### src/hdl/bpra_pkg.sv
// shared constants, codes and types of the bitmap page run allocator
`timescale 1ns / 1ps

package bpra_pkg;

  localparam int unsigned MAX_PAGES = 4096;
  localparam int unsigned MAX_RUN   = 256;
  localparam int unsigned WORD_W    = 16;
  localparam int unsigned WORDS     = MAX_PAGES / WORD_W;
  localparam int unsigned WORD_AW   = $clog2(WORDS);
  localparam int unsigned BIT_AW    = $clog2(WORD_W);
  localparam int unsigned PAGE_AW   = $clog2(MAX_PAGES);
  localparam int unsigned CNT_W     = 9;
  localparam int unsigned RUN_W     = 8;
  localparam int unsigned CFG_W     = 13;

  typedef enum logic [1:0] {
    ST_DONE    = 2'd0,
    ST_NOSPACE = 2'd1,
    ST_BAD     = 2'd2
  } status_e;

  typedef enum logic {
    CMD_ALLOC = 1'b0,
    CMD_FREE  = 1'b1
  } cmd_e;

  typedef struct packed {
    logic               rd_en;
    logic [WORD_AW-1:0] rd_addr;
    logic               wr_en;
    logic [WORD_AW-1:0] wr_addr;
    logic [WORD_W-1:0]  wr_data;
  } ram_req_t;

  typedef struct packed {
    logic              found;
    logic [BIT_AW-1:0] pos;
    logic [RUN_W-1:0]  run_out;
  } scan_res_t;

endpackage

### src/hdl/bpra_bitmap_ram.sv
// bitmap word memory with per-word written flags; unwritten words read as all used
`timescale 1ns / 1ps

module bpra_bitmap_ram (
  input  logic                          clk_i,
  input  logic                          rst_ni,
  input  bpra_pkg::ram_req_t            req_i,
  output logic [bpra_pkg::WORD_W-1:0]   rd_word_o
);
  import bpra_pkg::*;

  logic [WORD_W-1:0] mem [WORDS];
  logic [WORDS-1:0]  written_q;
  logic [WORD_W-1:0] rd_data_q;
  logic              rd_written_q;

  always_ff @(posedge clk_i) begin
    if (req_i.wr_en) begin
      mem[req_i.wr_addr] <= req_i.wr_data;
    end
    if (req_i.rd_en) begin
      rd_data_q <= mem[req_i.rd_addr];
    end
  end

  always_ff @(posedge clk_i or negedge rst_ni) begin
    if (!rst_ni) begin
      written_q    <= '0;
      rd_written_q <= 1'b0;
    end else begin
      if (req_i.wr_en) begin
        written_q[req_i.wr_addr] <= 1'b1;
      end
      if (req_i.rd_en) begin
        rd_written_q <= written_q[req_i.rd_addr];
      end
    end
  end

  assign rd_word_o = rd_written_q ? rd_data_q : '1;

endmodule

### src/hdl/bpra_word_scan.sv
// first-fit run search over one bitmap word, carrying the free run from earlier words
`timescale 1ns / 1ps

module bpra_word_scan (
  input  logic [bpra_pkg::WORD_W-1:0] used_i,
  input  logic [bpra_pkg::RUN_W-1:0]  run_in_i,
  input  logic [bpra_pkg::CNT_W-1:0]  need_i,
  output bpra_pkg::scan_res_t         res_o
);
  import bpra_pkg::*;

  logic [BIT_AW:0] last_used [WORD_W];
  logic [BIT_AW:0] free_len  [WORD_W];
  logic [CNT_W-1:0] run_at   [WORD_W];
  logic [CNT_W-1:0] run_end;

  // per bit position: length of the free stretch ending there, plus carry-in if unbroken
  always_comb begin
    for (int j = 0; j < WORD_W; j++) begin
      last_used[j] = '0;
      for (int k = 0; k <= j; k++) begin
        if (used_i[k]) begin
          last_used[j] = (BIT_AW+1)'(k + 1);
        end
      end
      free_len[j] = (BIT_AW+1)'(j + 1) - last_used[j];
      run_at[j]   = CNT_W'(free_len[j]);
      if (last_used[j] == '0) begin
        run_at[j] = run_at[j] + CNT_W'(run_in_i);
      end
    end
  end

  always_comb begin
    res_o.found = 1'b0;
    res_o.pos   = '0;
    for (int j = WORD_W - 1; j >= 0; j--) begin
      if (run_at[j] >= need_i) begin
        res_o.found = 1'b1;
        res_o.pos   = BIT_AW'(j);
      end
    end
    run_end       = run_at[WORD_W-1];
    res_o.run_out = run_end[RUN_W-1:0];
  end

endmodule

### src/hdl/bitmap_page_run_allocator_unit.sv
// top level of the bitmap page run allocator: sequencer, config register and result register
`timescale 1ns / 1ps

// Keeps one used/free bit per page (4096 pages, all used after reset) in a 256 x 16
// bitmap memory with a registered read. An allocate searches first fit from
// page 0 for page_count free pages below the configured page count, marks them used
// and returns the first page; a free clears page_count bits from page_index. Counts of
// 0, above 256, above the page count, or frees running past it return status 2 and
// change nothing. One item is in work at a time. An allocate scans bitmap words one
// by one (at most 256, one memory read a cycle), then marks each word of the run
// by a read and a write back (at most 17 words); a free reads and writes back each
// word it touches. Rejected requests go straight to the result state. The result sits
// in an output register, so the next item is taken while it waits. Memory words never
// written read as all used, so no clearing pass follows reset.
module bitmap_page_run_allocator_unit (
  input  logic                          clk_i,
  input  logic                          rst_ni,
  input  logic                          cfg_we_i,
  input  logic [bpra_pkg::CFG_W-1:0]    cfg_wdata_i,
  input  logic                          in_valid_i,
  output logic                          in_ready_o,
  input  logic                          cmd_i,
  input  logic [bpra_pkg::PAGE_AW-1:0]  page_index_i,
  input  logic [bpra_pkg::CNT_W-1:0]    page_count_i,
  output logic                          out_valid_o,
  input  logic                          out_ready_i,
  output logic [1:0]                    status_o,
  output logic [bpra_pkg::PAGE_AW-1:0]  first_page_o
);
  import bpra_pkg::*;

  localparam logic [2:0] S_IDLE    = 3'd0;
  localparam logic [2:0] S_SCAN    = 3'd1;
  localparam logic [2:0] S_MARK_RD = 3'd2;
  localparam logic [2:0] S_MARK_WR = 3'd3;
  localparam logic [2:0] S_RESP    = 3'd4;

  logic [2:0]         state_q, state_d;
  logic [CFG_W-1:0]   cfg_pages_q;
  logic [CFG_W-1:0]   eff_pages;
  logic [PAGE_AW-1:0] last_page;

  logic [CNT_W-1:0]   need_q, need_d;
  logic [RUN_W-1:0]   run_q, run_d;
  logic [WORD_AW-1:0] cur_q, cur_d;
  logic [WORD_AW-1:0] last_w_q, last_w_d;
  logic [PAGE_AW-1:0] lo_q, lo_d, hi_q, hi_d;
  logic               set_q, set_d;
  logic [1:0]         res_status_q, res_status_d;
  logic [PAGE_AW-1:0] res_first_q, res_first_d;

  logic               out_valid_q;
  logic [1:0]         out_status_q;
  logic [PAGE_AW-1:0] out_first_q;

  ram_req_t           ram_req;
  logic [WORD_W-1:0]  rd_word;
  logic [WORD_W-1:0]  scan_used;
  logic [WORD_W-1:0]  mark_word;
  scan_res_t          scan_res;

  logic               in_xfer;
  logic               resp_load;
  logic [CFG_W-1:0]   free_end;
  logic [CFG_W-1:0]   alloc_start;
  logic [PAGE_AW-1:0] found_page;

  // clamp of the page count register to the bitmap size
  assign eff_pages = (cfg_pages_q > CFG_W'(MAX_PAGES)) ? CFG_W'(MAX_PAGES) : cfg_pages_q;
  assign last_page = PAGE_AW'(eff_pages - CFG_W'(1));

  assign in_ready_o = (state_q == S_IDLE);
  assign in_xfer    = in_valid_i && in_ready_o;
  assign resp_load  = (state_q == S_RESP) && (!out_valid_q || out_ready_i);

  assign free_end    = CFG_W'(page_index_i) + CFG_W'(page_count_i);
  assign found_page  = {cur_q, scan_res.pos};
  assign alloc_start = CFG_W'(found_page) + CFG_W'(1) - CFG_W'(need_q);

  bpra_bitmap_ram u_ram (
    .clk_i     (clk_i),
    .rst_ni    (rst_ni),
    .req_i     (ram_req),
    .rd_word_o (rd_word)
  );

  // pages at or past the page count look used to the search
  always_comb begin
    for (int b = 0; b < WORD_W; b++) begin
      scan_used[b] = rd_word[b] ||
                     ({1'b0, cur_q, BIT_AW'(b)} >= eff_pages);
    end
  end

  bpra_word_scan u_scan (
    .used_i   (scan_used),
    .run_in_i (run_q),
    .need_i   (need_q),
    .res_o    (scan_res)
  );

  // read-modify-write of one word: set or clear the bits inside [lo, hi]
  always_comb begin
    for (int b = 0; b < WORD_W; b++) begin
      if (({cur_q, BIT_AW'(b)} >= lo_q) && ({cur_q, BIT_AW'(b)} <= hi_q)) begin
        mark_word[b] = set_q;
      end else begin
        mark_word[b] = rd_word[b];
      end
    end
  end

  always_comb begin
    state_d      = state_q;
    need_d       = need_q;
    run_d        = run_q;
    cur_d        = cur_q;
    last_w_d     = last_w_q;
    lo_d         = lo_q;
    hi_d         = hi_q;
    set_d        = set_q;
    res_status_d = res_status_q;
    res_first_d  = res_first_q;
    ram_req      = '0;

    case (state_q)
      S_IDLE: begin
        if (in_xfer) begin
          need_d       = page_count_i;
          res_status_d = ST_DONE;
          res_first_d  = '0;
          run_d        = '0;
          if ((page_count_i == '0) || (page_count_i > CNT_W'(MAX_RUN)) ||
              (CFG_W'(page_count_i) > eff_pages)) begin
            res_status_d = ST_BAD;
            state_d      = S_RESP;
          end else if (cmd_i == CMD_ALLOC) begin
            // first word read goes out now, data is there in the scan state
            cur_d           = '0;
            last_w_d        = last_page[PAGE_AW-1:BIT_AW];
            ram_req.rd_en   = 1'b1;
            ram_req.rd_addr = '0;
            state_d         = S_SCAN;
          end else if (free_end > eff_pages) begin
            res_status_d = ST_BAD;
            state_d      = S_RESP;
          end else begin
            lo_d    = page_index_i;
            hi_d    = PAGE_AW'(free_end - CFG_W'(1));
            set_d   = 1'b0;
            cur_d   = page_index_i[PAGE_AW-1:BIT_AW];
            last_w_d = hi_d[PAGE_AW-1:BIT_AW];
            state_d = S_MARK_RD;
          end
        end
      end

      S_SCAN: begin
        // next word read runs ahead of the decision on this one
        ram_req.rd_en   = 1'b1;
        ram_req.rd_addr = cur_q + WORD_AW'(1);
        if (scan_res.found) begin
          lo_d        = PAGE_AW'(alloc_start);
          hi_d        = found_page;
          set_d       = 1'b1;
          res_first_d = PAGE_AW'(alloc_start);
          cur_d       = alloc_start[PAGE_AW-1:BIT_AW];
          last_w_d    = cur_q;
          state_d     = S_MARK_RD;
        end else if (cur_q == last_w_q) begin
          res_status_d = ST_NOSPACE;
          state_d      = S_RESP;
        end else begin
          cur_d = cur_q + WORD_AW'(1);
          run_d = scan_res.run_out;
        end
      end

      S_MARK_RD: begin
        ram_req.rd_en   = 1'b1;
        ram_req.rd_addr = cur_q;
        state_d         = S_MARK_WR;
      end

      S_MARK_WR: begin
        ram_req.wr_en   = 1'b1;
        ram_req.wr_addr = cur_q;
        ram_req.wr_data = mark_word;
        if (cur_q == last_w_q) begin
          state_d = S_RESP;
        end else begin
          cur_d   = cur_q + WORD_AW'(1);
          state_d = S_MARK_RD;
        end
      end

      S_RESP: begin
        if (resp_load) begin
          state_d = S_IDLE;
        end
      end

      default: begin
        state_d = S_IDLE;
      end
    endcase
  end

  always_ff @(posedge clk_i or negedge rst_ni) begin
    if (!rst_ni) begin
      state_q     <= S_IDLE;
      cfg_pages_q <= CFG_W'(MAX_PAGES);
      out_valid_q <= 1'b0;
    end else begin
      state_q <= state_d;
      if (cfg_we_i) begin
        cfg_pages_q <= cfg_wdata_i;
      end
      if (resp_load) begin
        out_valid_q <= 1'b1;
      end else if (out_ready_i) begin
        out_valid_q <= 1'b0;
      end
    end
  end

  // working registers of the item in flight
  always_ff @(posedge clk_i) begin
    need_q       <= need_d;
    run_q        <= run_d;
    cur_q        <= cur_d;
    last_w_q     <= last_w_d;
    lo_q         <= lo_d;
    hi_q         <= hi_d;
    set_q        <= set_d;
    res_status_q <= res_status_d;
    res_first_q  <= res_first_d;
    if (resp_load) begin
      out_status_q <= res_status_q;
      out_first_q  <= res_first_q;
    end
  end

  assign out_valid_o  = out_valid_q;
  assign status_o     = out_status_q;
  assign first_page_o = out_first_q;

endmodule

### config.mk
export PLATFORM = sky130hd
export DESIGN_NAME = bitmap_page_run_allocator_unit
export DESIGN_NICKNAME = d
export VERILOG_FILES = /design/src/hdl/bpra_pkg.sv /design/src/hdl/bpra_bitmap_ram.sv /design/src/hdl/bpra_word_scan.sv /design/src/hdl/bitmap_page_run_allocator_unit.sv
export SDC_FILE = /design/constraint.sdc
export NUM_CORES = 2
export LEC_CHECK = 0
export BUFFER_PORTS_ARGS = -buffer_cell sky130_fd_sc_hd__buf_2
export CORE_UTILIZATION = 56
export DETAILED_ROUTE_END_ITERATION = 10
export PLACE_DENSITY = 0.78
export SYNTH_ARGS = -nofsm -noshare
export SYNTH_HDL_FRONTEND = slang
export SYNTH_SLANG_ARGS = --single-unit
### constraint.sdc
create_clock -name clk_i -period 21.7 [get_ports clk_i]
set_input_delay 2.17 -clock clk_i [delete_from_list [all_inputs] [get_ports clk_i]]
set_output_delay 2.17 -clock clk_i [all_outputs]
set_load 0.01 [all_outputs]
* Word level (Yosys, flattened, before mapping)
Memories as Yosys holds them, arrays and structs flattened. A register that Yosys moved wholly into a read port is not among the register bits. Cells that the tools add are included.
Word-level totals: bits in registers 360, bits in writable memories 4096, input port bits 40, word-level logic and storage cells 343, memories kept 1
Cells by class: add/sub/neg operators 38, magnitude comparators 71, eq/ne operators 16, mux-type cells 132, bitwise gates (word level) 1, reductions and logical operators 68
Memory list:
- u_ram.mem | words 256, width 16, rd ports 1, clocked after Yosys merged registers in 1, write ports 1, line bpra_bitmap_ram.sv:12 | logic [WORD_W-1:0] mem [WORDS];
Operators with widths (count):
- 256-bit OR | 1
- 12-bit by 13-bit greater-or-equal comparator with 1-bit output | 16
- 12-bit greater-or-equal comparator | 16
- 12-bit less-or-equal comparator | 16
- 9-bit two-way mux | 19
- 5-bit two-way mux | 31
- 5-bit by 8-bit adder with 9-bit output | 16
- 9-bit greater-or-equal comparator | 16
- 12-bit two-way mux | 11
- 8-bit two-way mux | 14
- 5-bit logical NOT | 16
- 12-bit case mux with 2 select lines | 3
- 4-bit by 5-bit subtractor with 5-bit output (first input constant) | 8
- 8-bit case mux with 2 select lines | 2
- 1-bit two-way mux | 28
- 9-bit case mux with 3 select lines | 1
- 25-bit two-way mux | 1
- 3-bit two-way mux | 8
- 8-bit case mux with 3 select lines | 1
- 12-bit by 1-bit subtractor with 12-bit output (second input constant) | 2
- 3-bit by 5-bit subtractor with 5-bit output (first input constant) | 4
- 1-bit logical AND | 19
- 1-bit logical OR | 19
- 8-bit by 9-bit less-than comparator with 1-bit output (second input constant) | 2
- other kinds (37) | 56

* Longest topological paths before layout
depth after elaboration 44, gate-level depth with buffers 52, depth with buffers taken out 49

* Hierarchy
From an unflattened synthesis, not the netlist that was laid out.
Unflattened totals: cells, all modules 9287, area, all modules 182209.8 sq um
By module, submodules not included:
- bpra_bitmap_ram | times used 1, cells each 7330, area each 165996.7 sq um, seq. area each 129909.6 sq um
- bitmap_page_run_allocator_unit | times used 1, cells each 874, area each 8176.6 sq um, seq. area each 3009.1 sq um
- bpra_word_scan | times used 1, cells each 1083, area each 8036.5 sq um, seq. area each 0.0 sq um

* Worst setup path before layout
Ideal clock, no wire load.
kind flip-flop to flip-flop, start point register cur_q[0], end point memory u_ram.mem[0][15], data pin, arrival time 13217 ps, setup slack 6055 ps, cell stages (with the launch flop) 9, path through edfxtp_1 -> clkbuf_1 -> inv_1 -> ha_1 -> nand4_1 -> or2_2 -> clkbuf_1 -> o221ai_1 -> a311oi_1
RTL lines:
- start: declaration | line bitmap_page_run_allocator_unit.sv:45 | logic [WORD_AW-1:0] cur_q, cur_d;
- start signal: assignment | line bitmap_page_run_allocator_unit.sv:231 | cur_q <= cur_d;
- end: declaration | line bpra_bitmap_ram.sv:12

==> flow_summary.ini <==
[power_and_ir_drop]
leakagePower_uw = 0.07063
intPower_uw = 19400
powerDensity_nw_per_um2 = 152.0
netSwitchingPower_uw = 11920
ir_drop_mv = 0.2388
pwr-share-comb_pct = 40.6
swShare_pct = 38.06
clockPowerShare_pct = 24.0
share_seq_of_total_power_pct = 35.5

[floorplan]
initial_core_util_pct = 56.36
die_w_um = 576.5
num_rows = 210
io_pins = 56
die_y_um = 576.5
dieArea_um2 = 332300
core_um2 = 327900

[critical_path]
slowest_stage = dfstp_2
critical_path_class = register to register
worst_path_largest_cell_delay_ns = 0.71
cp_common_cell = ha_1
crit_path_start_kind = register
crit_fanout = 17
reg2reg_from = cfg_pages_q[12]$_DFFE_PN1P_
cp.arrival_ns = 12.15
cp.required_ns = 22.44
startpoint = cfg_pages_q[12]$_DFFE_PN1P_
endpoint_kind = register

[logic_synthesis]
synth_compound_area_share_pct = 3.416
async_reset_ff_share_pct = 6.127
synthMuxAreaShare_pct = 13.25
ys_warn_count = 0
synth-edff-count = 4198
synth_fa_ha_area_share_pct = 2.310
synthSimpleGateAreaFrac_pct = 6.785
ys_types = 107
synth_seq_cells = 4472
synthXorXnorAreaFrac_pct = 0.7386
synth_cells = 10390
ys_seq_area_share_pct = 71.92
synth_top_family_by_area = multiplexers
synth_area_per_cell_um2 = 17.78
dominantRegCellSynth = edfxtp_1
syn_area_um2 = 184800

[place]
dp_slack_ns = 10.47
portBuffers = 55
place_congestion = 0.9229
dp_hpwl_um = 286800
placed_cells = 14650

[sta]
rsz0062_at_grt = no
tns_ns = 0
finalMaxSlewViolations = 2
tightest_slew_ns = 1.508
max-slew-margin-rel_pct = -0.5091
whs_ns = 0.4243
period_minus_slack_ns = 11.41
hold_viol_final = 0
fmax_mhz = 87.62
clock_skew_ns = 0.08041
fin_crit_sh_pct = 52.60
worst_slack_ns = 10.29
finalSetupViolCount = 0

[clock_tree]
clk_pin_slew_ns = 0.06
tritoncts = yes
cts.repair.resized = 0
clk_latency_ns = 1.00
post_cts_buffers = 0
clock-sinks = 4472
ctsHtreeMaxLevel = 5
numCtsBuffers = 417
clock_path_buffers = 4
cts_root_buf = clkbuf_16
cts_hold_buf = 0

[routing]
first_pass_iters = 9
wl_um = 515300
drtIter0Drc = 15710
viasPerCell = 6.837
drc = 0
post_drt_wl_per_cell_um = 33.37
postRouteAntennaNets = 0
num_vias = 105600

[finish]
final_util_pct = 62.84
drive_above_1_share_pct = 22.92
layout_commonest_cell = edfxtp_1
final_net_count = 11090
final_cell_count_no_fill = 15440
final_cell_mix = 4198 x edfxtp_1, 1232 x nand2_1, 1068 x mux4_2
n_fill_cell = 21210
syn_to_final_growth_pct = 11.50

[run_status]
violations = slew limit
status = finished, violations left

[worst_hold_path]
holdCritPathClass = register to register
worstHoldStart = res_first_q[0]$_SDFFCE_PN0P_

[global_route]
grt_pass1_wl_um = 741200
grt_pass1_vias = 105500
grt.total_usage_pct = 30.90
grt_overflow_total = 0
grt_antenna_before_repair = 24
grt_max_degree = 225

[job]
drv_cap = 0
power groups by stage:
| stage | clock [uW] | combinational, uW | sequential (uW) |
|---|---|---|---|
| after CTS | 7540 | 12500 | 11100 |
| after detailed placement | 0 | 12300 | 11300 |
| after global placement | 0 | 12000 | 11200 |
| final | 7510 | 12700 | 11100 |
| after floorplan | 0 | 7640 | 11800 |
| after global routing | 7840 | 13200 | 11100 |
Yosys cell counts, types with 23 or more instances:
library cell     n  area, um2
a21o_1          99      743.2
a21oi_1        146      730.7
a221oi_1        38      332.8
a22oi_1         34      255.2
a31oi_1        205       1282
a32o_1          33      330.3
a32oi_1         67      586.8
and3_1         184       1151
buf_1           85      319.1
buf_2          151      755.7
clkbuf_1       316       1186
dfrtp_1        273       6832
edfxtp_1      4198     126100
ha_1           314       3929
inv_1          135      506.7
mux2i_1         23      230.2
mux4_2        1068      24050
nand2_1       1244       4669
nand2b_1        48      300.3
nand3_1        277       1386
nand4_1         29      181.4
nor2_1         459       1723
nor2b_1         43      269.0
nor3_1          58      290.3
o21ai_0         99      495.5
o221ai_1        28      245.2
or2_2          263       1645
xnor2_1        100      875.8
xor2_1          54      473.0
worst max-delay path: cells and delay by family, from the launching register on:
| family | cells | cell delay, ns |
|---|---|---|
| flip-flops | 1 | 0.71 |
| AO/OA/AOI/OAI | 21 | 4.73 |
| AND/OR/NAND/NOR | 11 | 2.17 |
| buffers and inverters | 6 | 0.88 |
| XOR/XNOR | 3 | 0.54 |
| adder cells (fa/ha/maj) | 7 | 2.11 |
logic make-up after synthesis:
| family | count (synthesis) |
|---|---|
| other | 1 |
| multiplexers | 1109 |
| buffers and inverters | 707 |
| AO/OA/AOI/OAI | 903 |
| flip-flops | 4472 |
| AND/OR/NAND/NOR | 2714 |
| adder cells (fa/ha/maj) | 331 |
| XOR/XNOR | 155 |
per-stage QoR:
step | instance area, um2 | power (uW)
floorplan | 184800 | 19400
global placement | 192000 | 23270
detailed placement | 192000 | 23570
CTS | 206000 | 31120
global route | 206000 | 32180
finish | 206100 | 31310
state kept, by name, indices dropped and copies added, names as in the netlist, 2 cells and up:
signal,cells
need_q,9
u_ram.mem,4096
lo_q,12
hi_q,12
cfg_pages_q,13
cur_q,8
u_ram.written_q,256
run_q,8
u_ram.rd_data_q,16
last_w_q,8
first_page_o,12
res_status_q,2
status_o,2
state_q,3
res_first_q,12
layer usage:
layer / share of wire (%) / up-vias / GRT usage [%] / wire, um
li1: - / 41790 / - / -
met1: 35 / 54140 / 40.82 / 179700
met2: 47 / 8147 / 47.86 / 240200
met3: 13 / 1467 / 8.610 / 66710
met4: 5.5 / 42 / 14.90 / 28350
met5: 0.053 / - / 0 / 274
final timing paths:
| kind | to | slack, ns | cells after the start |
|---|---|---|---|
| max | lo_q[11]$_DFFE_PP_ | 10.29 | 48 |
| min | first_page_o[0]$_DFFE_PP_ | 0.42 | 0 |
| max reg2reg | lo_q[11]$_DFFE_PP_ | 10.29 | 48 |
| min reg2reg | first_page_o[0]$_DFFE_PP_ | 0.42 | 0 |
| max in group asynchronous | u_ram.written_q[89]$_DFFE_PN0P_ | 18.43 | 3 |
| min in group asynchronous | u_ram.written_q[168]$_DFFE_PN0P_ | 1.12 | 1 |
layout make-up:
| type | count | area [um2] | share of cell area, % |
|---|---|---|---|
| diodes | 13 | 32.53 | 0.01579 |
| inverters | 143 | 544.3 | 0.2641 |
| clock inverters | 230 | 2720 | 1.320 |
| well taps | 4346 | 5438 | 2.639 |
| flip-flops and latches | 4472 | 132900 | 64.50 |
| clock buffers | 553 | 11310 | 5.489 |
| multi-input cells | 5219 | 49430 | 23.99 |
| repair buffers | 466 | 3671 | 1.781 |
(Power assumes the default switching activity.)
